$ cat config.mk
export PLATFORM = sky130hd
export DESIGN_NAME = typed_operand_stack_engine
export DESIGN_NICKNAME = d
export VERILOG_FILES = /design/src/design/tose_pkg.sv /design/src/design/typed_operand_stack_engine.sv
export SDC_FILE = /design/constraint.sdc
export NUM_CORES = 2
export LEC_CHECK = 0
export ABC_AREA = 0
export ABC_CLOCK_PERIOD_IN_PS = 9200
export CELL_PAD_IN_SITES_DETAIL_PLACEMENT = 1
export CELL_PAD_IN_SITES_GLOBAL_PLACEMENT = 2
export CORE_MARGIN = 1.5
export CORE_UTILIZATION = 25
export CTS_CLUSTER_DIAMETER = 50
export DETAILED_ROUTE_END_ITERATION = 12
export DONT_BUFFER_PORTS = 1
export PLACE_DENSITY_LB_ADDON = 0.1
export SETUP_SLACK_MARGIN = 0.15
export SLEW_MARGIN = 20
export SYNTH_ARGS = -nofsm -noshare
export SYNTH_HDL_FRONTEND = slang
export SYNTH_SLANG_ARGS = --single-unit
$ cat constraint.sdc
create_clock -name clk -period 9.2 [get_ports clk]
set_input_delay 1.84 -clock clk [delete_from_list [all_inputs] [get_ports clk]]
set_output_delay 1.84 -clock clk [all_outputs]
set_load 0.05 [all_outputs]
$ cat src/design/tose_pkg.sv
// Shared constants for the typed operand stack engine: sizes, operation, type and status codes.
`timescale 1ns / 1ps
package tose_pkg;

	localparam int DefStackDepth = 64;
	localparam int DefValueWidth = 32;

	localparam logic [3:0] K_PUSH        = 4'd0;
	localparam logic [3:0] K_POP         = 4'd1;
	localparam logic [3:0] K_EXCH        = 4'd2;
	localparam logic [3:0] K_DUP         = 4'd3;
	localparam logic [3:0] K_COPY        = 4'd4;
	localparam logic [3:0] K_INDEX       = 4'd5;
	localparam logic [3:0] K_ROLL        = 4'd6;
	localparam logic [3:0] K_CLEAR       = 4'd7;
	localparam logic [3:0] K_COUNT       = 4'd8;
	localparam logic [3:0] K_MARK        = 4'd9;
	localparam logic [3:0] K_COUNTTOMARK = 4'd10;
	localparam logic [3:0] K_CLEARTOMARK = 4'd11;

	localparam logic [2:0] T_NULL = 3'd0;
	localparam logic [2:0] T_INT  = 3'd1;
	localparam logic [2:0] T_MARK = 3'd2;

	localparam logic [2:0] ST_OK        = 3'd0;
	localparam logic [2:0] ST_UNDER     = 3'd1;
	localparam logic [2:0] ST_OVER      = 3'd2;
	localparam logic [2:0] ST_TYPE      = 3'd3;
	localparam logic [2:0] ST_RANGE     = 3'd4;
	localparam logic [2:0] ST_UNMATCHED = 3'd5;

endpackage

$ cat src/design/typed_operand_stack_engine.sv
// Typed operand stack engine: stack memory, operation sequencer and result register.
`timescale 1ns / 1ps
// The command channel (cmd_valid, cmd_stall) takes one operation per beat: kind,
// push_type and push_value. The response channel (rsp_valid, rsp_stall) returns
// one beat per operation with status, depth and the new top item (top_type and
// top_value are zero when the stack is empty).
// The stack lives in one synchronous memory with a registered read; a sequencer
// reads, modifies and writes it back one entry per access. A command is taken
// only while the sequencer is idle, so one operation is in flight at a time.
// Push, pop, dup, clear, count, mark and unknown kinds finish in the state that sees
// the top entry; index then reads the chosen entry and writes it in place of the top;
// exch writes both entries back swapped; copy n reads and writes each copied entry in
// turn; counttomark and cleartomark read entries downward until a mark; roll n j first
// finds j mod n bit-serially, then swaps entries pairwise in three reversals to rotate.
// The single memory port and the bit-serial remainder shape these steps.
// Reset clears the depth and the control state; the memory contents stay
// undefined, which is harmless since only entries below the depth are used.
// A stalled response holds in the output register; the sequencer waits there
// with its finished result and takes no new command until the beat leaves.
module typed_operand_stack_engine
	import tose_pkg::*;
#(
	parameter int STACK_DEPTH = DefStackDepth,
	parameter int VALUE_WIDTH = DefValueWidth,
	localparam int CW = $clog2(STACK_DEPTH + 1)
) (
	input  logic                   clk,
	input  logic                   arst_n,
	input  logic                   cmd_valid,
	output logic                   cmd_stall,
	input  logic [3:0]             kind,
	input  logic [2:0]             push_type,
	input  logic [VALUE_WIDTH-1:0] push_value,
	output logic                   rsp_valid,
	input  logic                   rsp_stall,
	output logic [2:0]             status,
	output logic [CW-1:0]          depth,
	output logic                   top_valid,
	output logic [2:0]             top_type,
	output logic [VALUE_WIDTH-1:0] top_value
);

	localparam int VW = VALUE_WIDTH;
	localparam int AW = $clog2(STACK_DEPTH);
	localparam int EW = VW + 3;
	localparam int XW = ((VW > CW) ? VW : CW) + 2;
	localparam int BW = $clog2(VW + 1);

	localparam logic [4:0] S_IDLE = 5'd0;
	localparam logic [4:0] S_OP   = 5'd1;
	localparam logic [4:0] S_EX1  = 5'd2;
	localparam logic [4:0] S_EX2  = 5'd3;
	localparam logic [4:0] S_CPR  = 5'd4;
	localparam logic [4:0] S_CPW  = 5'd5;
	localparam logic [4:0] S_IX   = 5'd6;
	localparam logic [4:0] S_RL1  = 5'd7;
	localparam logic [4:0] S_DIV  = 5'd8;
	localparam logic [4:0] S_RADJ = 5'd9;
	localparam logic [4:0] S_RVA  = 5'd10;
	localparam logic [4:0] S_RVB  = 5'd11;
	localparam logic [4:0] S_RVC  = 5'd12;
	localparam logic [4:0] S_RVD  = 5'd13;
	localparam logic [4:0] S_SCR  = 5'd14;
	localparam logic [4:0] S_SCC  = 5'd15;
	localparam logic [4:0] S_FT   = 5'd16;
	localparam logic [4:0] S_RS   = 5'd17;

	localparam logic [CW-1:0] FullCount = CW'(STACK_DEPTH);

	// Stack memory: type tag in the upper bits, value word below.
	logic [EW-1:0] mem [STACK_DEPTH];
	logic [EW-1:0] rd_q;
	logic [AW-1:0] ra, wa;
	logic          we;
	logic [EW-1:0] wd;

	always_ff @(posedge clk) begin
		if (we) begin
			mem[wa] <= wd;
		end
		rd_q <= mem[ra];
	end

	logic [4:0]    state_q, state_d;
	logic [3:0]    kind_q, kind_d;
	logic [2:0]    ptype_q, ptype_d;
	logic [VW-1:0] pval_q, pval_d;
	logic [2:0]    st_q, st_d;
	logic [CW-1:0] count_q, count_d;
	logic [EW-1:0] a_q, a_d;
	logic [CW-1:0] src_q, src_d, dst_q, dst_d, left_q, left_d;
	logic [CW-1:0] n_q, n_d, r_q, r_d, base_q, base_d;
	logic [CW-1:0] lo_q, lo_d, hi_q, hi_d, idx_q, idx_d;
	logic [1:0]    ph_q, ph_d;
	logic [VW-1:0] jmag_q, jmag_d;
	logic          jneg_q, jneg_d;
	logic [BW-1:0] bit_q, bit_d;

	logic          rsp_valid_q;
	logic [2:0]    status_q;
	logic [CW-1:0] depth_q;
	logic          top_valid_q;
	logic [2:0]    top_type_q;
	logic [VW-1:0] top_value_q;
	logic          rsp_load;

	// Fields of the word that the memory returned this cycle.
	logic [2:0]    rd_t;
	logic [VW-1:0] rd_v;
	logic [XW-1:0] nx, cntx;
	logic [CW-1:0] n_c;
	logic [CW:0]   div_sh;
	logic          full;

	assign rd_t = rd_q[EW-1:VW];
	assign rd_v = rd_q[VW-1:0];
	assign nx   = XW'(rd_v);
	assign cntx = XW'(count_q);
	assign n_c  = nx[CW-1:0];
	assign full = (count_q == FullCount);
	assign div_sh = {r_q, jmag_q[VW-1]};

	assign cmd_stall = (state_q != S_IDLE);

	always_comb begin
		state_d = state_q;
		kind_d  = kind_q;
		ptype_d = ptype_q;
		pval_d  = pval_q;
		st_d    = st_q;
		count_d = count_q;
		a_d     = a_q;
		src_d   = src_q;
		dst_d   = dst_q;
		left_d  = left_q;
		n_d     = n_q;
		r_d     = r_q;
		base_d  = base_q;
		lo_d    = lo_q;
		hi_d    = hi_q;
		idx_d   = idx_q;
		ph_d    = ph_q;
		jmag_d  = jmag_q;
		jneg_d  = jneg_q;
		bit_d   = bit_q;
		rsp_load = 1'b0;
		ra = AW'(count_q - 1'b1);
		we = 1'b0;
		wa = AW'(count_q);
		wd = rd_q;

		case (state_q)
			S_IDLE: begin
				if (cmd_valid) begin
					kind_d  = kind;
					ptype_d = push_type;
					pval_d  = push_value;
					st_d    = ST_OK;
					state_d = S_OP;
				end
			end
			S_OP: begin
				// rd_q holds the top entry when the stack is not empty.
				state_d = S_FT;
				case (kind_q)
					K_PUSH: begin
						if (full) begin
							st_d = ST_OVER;
						end else begin
							we = 1'b1;
							wd = {ptype_q, pval_q};
							count_d = count_q + 1'b1;
						end
					end
					K_POP: begin
						if (count_q == '0) st_d = ST_UNDER;
						else count_d = count_q - 1'b1;
					end
					K_EXCH: begin
						if (count_q < CW'(2)) begin
							st_d = ST_UNDER;
						end else begin
							a_d = rd_q;
							ra = AW'(count_q - CW'(2));
							state_d = S_EX1;
						end
					end
					K_DUP: begin
						if (count_q == '0) begin
							st_d = ST_UNDER;
						end else if (full) begin
							st_d = ST_OVER;
						end else begin
							we = 1'b1;
							wd = rd_q;
							count_d = count_q + 1'b1;
						end
					end
					K_COPY: begin
						if (count_q == '0) st_d = ST_UNDER;
						else if (rd_t != T_INT) st_d = ST_TYPE;
						else if (rd_v[VW-1]) st_d = ST_RANGE;
						else if (nx + XW'(1) > cntx) st_d = ST_UNDER;
						else if (cntx - XW'(1) + nx > XW'(STACK_DEPTH)) st_d = ST_OVER;
						else begin
							count_d = count_q - 1'b1;
							src_d   = count_q - 1'b1 - n_c;
							dst_d   = count_q - 1'b1;
							left_d  = n_c;
							state_d = S_CPR;
						end
					end
					K_INDEX: begin
						if (count_q == '0) st_d = ST_UNDER;
						else if (rd_t != T_INT) st_d = ST_TYPE;
						else if (rd_v[VW-1]) st_d = ST_RANGE;
						else if (nx + XW'(2) > cntx) st_d = ST_UNDER;
						else begin
							ra = AW'(count_q - CW'(2) - n_c);
							state_d = S_IX;
						end
					end
					K_ROLL: begin
						if (count_q < CW'(2)) begin
							st_d = ST_UNDER;
						end else begin
							a_d = rd_q;
							ra = AW'(count_q - CW'(2));
							state_d = S_RL1;
						end
					end
					K_CLEAR: count_d = '0;
					K_COUNT: begin
						if (full) begin
							st_d = ST_OVER;
						end else begin
							we = 1'b1;
							wd = {T_INT, VW'(count_q)};
							count_d = count_q + 1'b1;
						end
					end
					K_MARK: begin
						if (full) begin
							st_d = ST_OVER;
						end else begin
							we = 1'b1;
							wd = {T_MARK, {VW{1'b0}}};
							count_d = count_q + 1'b1;
						end
					end
					K_COUNTTOMARK: begin
						if (full) begin
							st_d = ST_OVER;
						end else begin
							idx_d = count_q;
							state_d = S_SCR;
						end
					end
					K_CLEARTOMARK: begin
						idx_d = count_q;
						state_d = S_SCR;
					end
					default: ;
				endcase
			end
			S_EX1: begin
				// rd_q is the second entry; it becomes the top.
				we = 1'b1;
				wa = AW'(count_q - 1'b1);
				wd = rd_q;
				state_d = S_EX2;
			end
			S_EX2: begin
				we = 1'b1;
				wa = AW'(count_q - CW'(2));
				wd = a_q;
				state_d = S_FT;
			end
			S_CPR: begin
				if (left_q == '0) begin
					state_d = S_FT;
				end else begin
					ra = AW'(src_q);
					state_d = S_CPW;
				end
			end
			S_CPW: begin
				we = 1'b1;
				wa = AW'(dst_q);
				wd = rd_q;
				src_d = src_q + 1'b1;
				dst_d = dst_q + 1'b1;
				left_d = left_q - 1'b1;
				count_d = count_q + 1'b1;
				state_d = S_CPR;
			end
			S_IX: begin
				we = 1'b1;
				wa = AW'(count_q - 1'b1);
				wd = rd_q;
				state_d = S_FT;
			end
			S_RL1: begin
				// a_q holds j from the top, rd_q holds n from below it.
				state_d = S_FT;
				if (a_q[EW-1:VW] != T_INT || rd_t != T_INT) st_d = ST_TYPE;
				else if (rd_v[VW-1]) st_d = ST_RANGE;
				else if (nx + XW'(2) > cntx) st_d = ST_UNDER;
				else begin
					count_d = count_q - CW'(2);
					if (n_c != '0) begin
						n_d    = n_c;
						jneg_d = a_q[VW-1];
						jmag_d = a_q[VW-1] ? (~a_q[VW-1:0] + 1'b1) : a_q[VW-1:0];
						r_d    = '0;
						bit_d  = BW'(VW);
						state_d = S_DIV;
					end
				end
			end
			S_DIV: begin
				// Restoring remainder, one bit of |j| per cycle.
				if (div_sh >= {1'b0, n_q}) r_d = CW'(div_sh - {1'b0, n_q});
				else r_d = div_sh[CW-1:0];
				jmag_d = jmag_q << 1;
				bit_d = bit_q - 1'b1;
				if (bit_q == BW'(1)) state_d = S_RADJ;
			end
			S_RADJ: begin
				// Rotation toward the top by r: reverse all, then the first r, then the rest.
				if (jneg_q && r_q != '0) r_d = n_q - r_q;
				base_d = count_q - n_q;
				lo_d = count_q - n_q;
				hi_d = count_q - 1'b1;
				ph_d = 2'd0;
				if (r_q == '0) state_d = S_FT;
				else state_d = S_RVA;
			end
			S_RVA: begin
				if (lo_q >= hi_q) begin
					case (ph_q)
						2'd0: begin
							lo_d = base_q;
							hi_d = base_q + r_q - 1'b1;
							ph_d = 2'd1;
						end
						2'd1: begin
							lo_d = base_q + r_q;
							hi_d = base_q + n_q - 1'b1;
							ph_d = 2'd2;
						end
						default: state_d = S_FT;
					endcase
				end else begin
					ra = AW'(lo_q);
					state_d = S_RVB;
				end
			end
			S_RVB: begin
				a_d = rd_q;
				ra = AW'(hi_q);
				state_d = S_RVC;
			end
			S_RVC: begin
				we = 1'b1;
				wa = AW'(lo_q);
				wd = rd_q;
				state_d = S_RVD;
			end
			S_RVD: begin
				we = 1'b1;
				wa = AW'(hi_q);
				wd = a_q;
				lo_d = lo_q + 1'b1;
				hi_d = hi_q - 1'b1;
				state_d = S_RVA;
			end
			S_SCR: begin
				if (idx_q == '0) begin
					st_d = ST_UNMATCHED;
					state_d = S_FT;
				end else begin
					ra = AW'(idx_q - 1'b1);
					state_d = S_SCC;
				end
			end
			S_SCC: begin
				if (rd_t == T_MARK) begin
					state_d = S_FT;
					if (kind_q == K_COUNTTOMARK) begin
						we = 1'b1;
						wd = {T_INT, VW'(count_q - idx_q)};
						count_d = count_q + 1'b1;
					end else begin
						count_d = idx_q - 1'b1;
					end
				end else begin
					idx_d = idx_q - 1'b1;
					state_d = S_SCR;
				end
			end
			S_FT: state_d = S_RS;
			S_RS: begin
				if (!rsp_valid_q || !rsp_stall) begin
					rsp_load = 1'b1;
					state_d = S_IDLE;
				end
			end
			default: state_d = S_IDLE;
		endcase
	end

	always_ff @(posedge clk or negedge arst_n) begin
		if (!arst_n) begin
			state_q <= S_IDLE;
			count_q <= '0;
			rsp_valid_q <= 1'b0;
		end else begin
			state_q <= state_d;
			count_q <= count_d;
			if (rsp_load) rsp_valid_q <= 1'b1;
			else if (!rsp_stall) rsp_valid_q <= 1'b0;
		end
	end

	always_ff @(posedge clk) begin
		kind_q  <= kind_d;
		ptype_q <= ptype_d;
		pval_q  <= pval_d;
		st_q    <= st_d;
		a_q     <= a_d;
		src_q   <= src_d;
		dst_q   <= dst_d;
		left_q  <= left_d;
		n_q     <= n_d;
		r_q     <= r_d;
		base_q  <= base_d;
		lo_q    <= lo_d;
		hi_q    <= hi_d;
		idx_q   <= idx_d;
		ph_q    <= ph_d;
		jmag_q  <= jmag_d;
		jneg_q  <= jneg_d;
		bit_q   <= bit_d;
		if (rsp_load) begin
			status_q    <= st_q;
			depth_q     <= count_q;
			top_valid_q <= (count_q != '0);
			top_type_q  <= (count_q != '0) ? rd_t : T_NULL;
			top_value_q <= (count_q != '0) ? rd_v : {VW{1'b0}};
		end
	end

	assign rsp_valid = rsp_valid_q;
	assign status    = status_q;
	assign depth     = depth_q;
	assign top_valid = top_valid_q;
	assign top_type  = top_type_q;
	assign top_value = top_value_q;

`ifndef SYNTH
	a_depth_bound: assert property (@(posedge clk) disable iff (!arst_n)
		count_q <= FullCount)
		else $error("stack depth beyond capacity");

	a_accept_starts: assert property (@(posedge clk) disable iff (!arst_n)
		cmd_valid && !cmd_stall |=> state_q == S_OP)
		else $error("accepted command did not start the sequencer");

	a_top_flag: assert property (@(posedge clk) disable iff (!arst_n)
		rsp_valid |-> top_valid == (depth != '0))
		else $error("top_valid disagrees with depth");

	a_empty_top: assert property (@(posedge clk) disable iff (!arst_n)
		rsp_valid && !top_valid |-> top_type == T_NULL && top_value == '0)
		else $error("empty stack reports a top item");
`endif

endmodule
* After elaboration in Yosys (flattened, before gate mapping)
Memories as Yosys holds them, arrays and structs flattened. A register that Yosys moved wholly into a read port is not among the register bits. Cells that the tools add are included.
Word-level totals: register bits after elaboration 240, bits in latches 0, RAM bits 2240, memory bits (read-only) 0, bits of input ports 43, logic and storage cells 318, memories 1
Memory list:
- mem | words 64, bits a word 35, read ports 1, clocked after Yosys merged registers in 1, wr ports 1, line typed_operand_stack_engine.sv:71 | logic [EW-1:0] mem [STACK_DEPTH];
Cells by class: add/subtract/negate cells 25, multiply operators 0, divide/modulo/power cells 0, $lt $le $gt $ge 6, equality and inequality tests 71, shift operators 0, mux-type cells 140, bitwise operators 4, reduce and logical (&&, ||, !) cells 45
Operators with widths (count):
- $mux 7 | 36
- $mux 35 | 7
- $pmux 35 s3 | 2
- $mux 32 | 5
- $mux 5 | 25
- $pmux 7 s2 | 7
- $pmux 5 s17 | 1
- $mux 6 | 12
- $pmux 35 s2 | 1
- $gt 33x7->1 | 2
- $pmux 32 s2 | 1
- $pmux 7 s3 | 3
- $pmux 6 s5 | 2
- $mux 3 | 16
- $sub 7x1->7 const B | 6
- $eq 5x4->1 const B | 8
- $ne 2x2->1 const B | 19
- $pmux 7 s5 | 1
- $add 8x33->34 | 1
- $gt 34x7->1 const B | 1
- $add 32x1->33 const B | 1
- $add 32x2->33 const B | 1
- $ne 3x3->1 const B | 11
- $add 32x1->32 const B | 1
- 64 further kinds | 121

* Depth between registers and ports, before layout
depth in word-level cells 10, mapped depth 22, depth with buffers taken out 20

* Least setup slack after synthesis
Ideal clock, no wire load.
path kind register to register, from reg count_q[1], to reg dst_q[0], enable pin, library setup time 0.404 ns, data arrival time 8.007 ns, required time 8.796 ns, path slack 0.789 ns, cell stages (with the launch flop) 20, path buffers 1, period minus slack after synthesis 8.411 ns, path through dfrtp_1 -> inv_1 -> ha_1 -> nand2_1 -> nor4_1 -> ha_1 -> clkbuf_1 -> a21o_1 -> a21o_1 -> a221o_1 -> nor3_1 -> a21o_1 -> o21ai_1 -> a311o_1 -> a2111oi_0 -> o311a_1 -> a221oi_1 -> nor4b_1 -> nand2_1 -> a22oi_1
On the way: word-level cells in the longest chain between the ends 5, elaborated cells on any way between the ends 9
Ends and longest elaborated chain:
- start, declared | line typed_operand_stack_engine.sv:89 | logic [CW-1:0] count_q, count_d;
- start signal, assigned | line typed_operand_stack_engine.sv:420 | count_q <= count_d;
- $sub 7x1->8 | line typed_operand_stack_engine.sv:204 | else if (cntx - XW'(1) + nx > XW'(STACK_DEPTH)) st_d = ST_OVER;
- $add 8x33->34 | line typed_operand_stack_engine.sv:204
- $gt 34x7->1 | line typed_operand_stack_engine.sv:204
- $ne 2x2->1 (no line)
- $reduce_and 7->1 (no line) (*)
- end signal, assigned | line typed_operand_stack_engine.sv:433 | dst_q <= dst_d;
- end, declared | line typed_operand_stack_engine.sv:91 | logic [CW-1:0] src_q, src_d, dst_q, dst_d, left_q, left_d;
Mark *: on every way between the ends. The rest lies on a longest branch, timed or not. A chain may end at the register's enable or synchronous reset.

* Final worst setup path
from reg count_q[1], to reg left_q[5], enable pin
On the way: word-level cells in the longest chain between the ends 5, elaborated cells on any way between the ends 9
Ends and longest elaborated chain:
- $sub 7x1->8 | line typed_operand_stack_engine.sv:204
- $add 8x33->34 | line typed_operand_stack_engine.sv:204
- $gt 34x7->1 | line typed_operand_stack_engine.sv:204
- $ne 2x2->1 (no line)
- $reduce_and 7->1 (no line) (*)
- end signal, assigned | line typed_operand_stack_engine.sv:434 | left_q <= left_d;
- end, declared | line typed_operand_stack_engine.sv:91
Marked as above.

==> impl_metrics.tcl <==
set metrics [dict create \
    clock_tree.buffer_depth 4 \
    ios 91 \
    grt_pass1_vias 62647 \
    reg2reg_slack_ns 1.36 \
    grt_first_pass_wirelength_microns 545800 \
    seq_area_frac_synth_pct 71.99 \
    placementRows 236 \
    finalMaxSlewViolations 0 \
    ys.flop_type "edfxtp_1" \
    use_met2_pct 30.90 \
    gr-usage-met1_pct 25.25 \
    layout_setup_ws_ns 1.356 \
    worstPathArrival_ns 8.44 \
    status "completed" \
    rr_startpoint "count_q[1]" \
    io_buffers 0 \
    reg2reg_to "left_q[5]" \
    post-cts-setup-buffers 0 \
    track_usage_pct 18.69 \
    gp_congestion 0.7734 \
    period_needed_ns 7.844 \
    syn_to_final_growth_pct 21.14 \
    whs_path_depth 0 \
    max-cap-violations 0 \
    post_drt_via_cell_ratio 4.943 \
    fp.dieW_microns 648.7 \
    nets 6306 \
    initial_core_util_pct 25.16 \
    cts.sinks 2513 \
    clockRootBuffer "clkbuf_16" \
    ctsHoldBuffers 0 \
    cp_common_cell "buf_4" \
    grt.busiest_layer "met2" \
    cts_resized 0 \
    grt_max_degree 65 \
    slew_headroom_pct 23.24 \
    cts_tree "done" \
    multiInputGateArea_sq_mm 0.02836 \
    use_met3_pct 3.187 \
    crit_start "count_q[1]" \
    fin_skew_ns 0.06105 \
    finalHoldViolations 0 \
    dieArea_sq_mm 0.4209 \
    die_h_microns 648.7 \
    antenna_found_initial 45 \
    finalSetupViolations 0 \
    crit_type "reg2reg" \
    syn-cell-area_sq_mm 0.1042 \
    async_flop_share_pct 0.5173 \
    worstHoldStart "st_q[2]" \
    final_core_util_pct 30.48 \
    antenna_left 0 \
    fin_tns_setup_ns 0 \
    yosys_warnings 0 \
    start_kind "flop" \
    syn_inst 5770 \
    drtIter0Drc 5571 \
    stdcell_area_sq_mm 0.1263 \
    seq_area_sq_mm 0.07505 \
    avgSynthCellArea_sq_um 18.07 \
    clk_pin_slew_ns 0.06 \
    synthDistinctLibCells 89 \
    place_area_sq_mm 0.1133 \
    finalCritPeriodShare_pct 85.26 \
    insertion_delay_ns 0.97 \
    core-area_sq_mm 0.4143 \
    critical-path-slowest-cell "dfrtp_1" \
    slowest_delay_ns 0.78 \
    num_vias 59042 \
    cp_data_required_time_ns 9.79 \
    htreeDepth 5 \
    syn-num-nets 5943 \
    rsz0062_at_grt "false" \
    drt_wl_total_microns 400300 \
    ff2ff_path_depth 21 \
    synth-seq-cells 2513 \
    overflow 0 \
    pre_cts_ws_ns 1.278 \
    drc_errors 0 \
    path_cells "inv_1, ha_1, nand2_1, nor4_2, buf_4, ha_1, and3_1, nand4_1, or2_2, o32a_1, a21o_1, o21ai_1, a311o_1, or3b_2, o211ai_1, nand4b_1, nor4b_1, buf_4, nand2_1, a22oi_1, buf_4" \
    endpoint_kind "flop" \
    hold_path_class "reg2reg" \
    tightest_slew_ns 1.151 \
    hold_end "status[2]" \
    wl_per_cell_microns 33.51 \
    fillCellCount 41982 \
    final_layout_size_suffix_gt1_share_pct 25.27 \
    drt-pass1-iter-count 5 \
    crit_fanout 30 \
    cts_buffers 371 \
    dp_hpwl_microns 244000 \
    synth_edf_count 2465 \
    fmax_mhz 127.5 \
]
[flip-flops by register name, indices dropped and copies added (netlist names), 7 cells and up]
signal and count:
a_q 35, base_q 7, count_q 7, depth 7
hi_q 7, idx_q 7, jmag_q 32, left_q 7
lo_q 7, mem 2240, n_q 7, pval_q 32
r_q 7, rd_q 35, top_value 32
[kinds of logic after synthesis]
| kind of cell | after synthesis | synth area share (%) |
|---|---|---|
| compound gates | 1032 | 6.541 |
| xor+xnor | 140 | 1.176 |
| fa+ha+maj | 130 | 1.625 |
| buf+inv | 425 | 1.782 |
| flops | 2513 | 71.99 |
| mux | 586 | 12.36 |
| simple gates | 944 | 4.521 |
[worst max-delay path by stage]
stage | end | slack, ns | cells after the start
global placement | dst_q[2] | 1.25 | 21
CTS | src_q[0] | 1.19 | 21
finish | left_q[5] | 1.36 | 21
floorplan | dst_q[0] | 0.79 | 19
global route | src_q[0] | 0.94 | 24
detailed placement | dst_q[4] | 1.28 | 21
[area by class of cell]
type	count	area share [%]
Sequential cell	2513	59.43
Inverter	119	0.3537
Multi-Input combinational cell	2832	22.46
Clock inverter	259	2.565
Tap cell	5474	5.424
Timing Repair Buffer	296	2.073
Clock buffer	428	7.653
Antenna cell	23	0.04558
[placed cells by master, fill, tap and decap left out, drive strengths merged, types with 54 or more instances in the layout]
cell type	n
xor2	57
ha	121
clkbuf	428
mux4	560
xnor2	83
bufinv	54
a22oi	296
nor2	258
o21ai	145
buf	296
nand2	237
nand3	69
inv	151
a21oi	300
clkinv	135
edfxtp	2465
[cell usage after synthesis (53+ instances only)]
cell      number  area share, %
edfxtp_1    2465             71
mux4_2       560             12
a21oi_1      300            1.4
a22oi_1      296            2.1
nor2_1       258           0.93
nand2_1      237           0.85
clkbuf_1     204           0.73
o21ai_0      142           0.68
ha_1         121            1.5
inv_1        117           0.42
xnor2_1       83           0.70
nand3_1       68           0.33
xor2_1        57           0.48
nor3_1        53           0.25
[through the flow]
stage,instances,hold WS [ns]
5_1_grt,11929,0.5165
2_1_floorplan,5770,0.4314
4_1_cts,11921,0.4968
3_5_place_dp,11234,0.4831
6_report,11944,0.4988
3_3_place_gp,11232,0.4763
[critical path, delay by kind of cell, from the launching register on]
family,cells,cell delay [ns]
and+or+nand+nor,9,2.54
buffers and inverters,4,1.42
DFF,1,0.78
adders and majority gates,2,0.98
AOI/OAI and AO/OA,6,1.71
[per-layer routing]
layer	share of wire, %	up-vias
met2	48	1512
met5	0.020	-
li1	-	24586
met4	2.9	12
met1	44	32387
met3	4.9	545
Power is left out: the tool's default activity adds up to more than one toggle a clock period on the data nets, which glitch-free logic cannot reach.
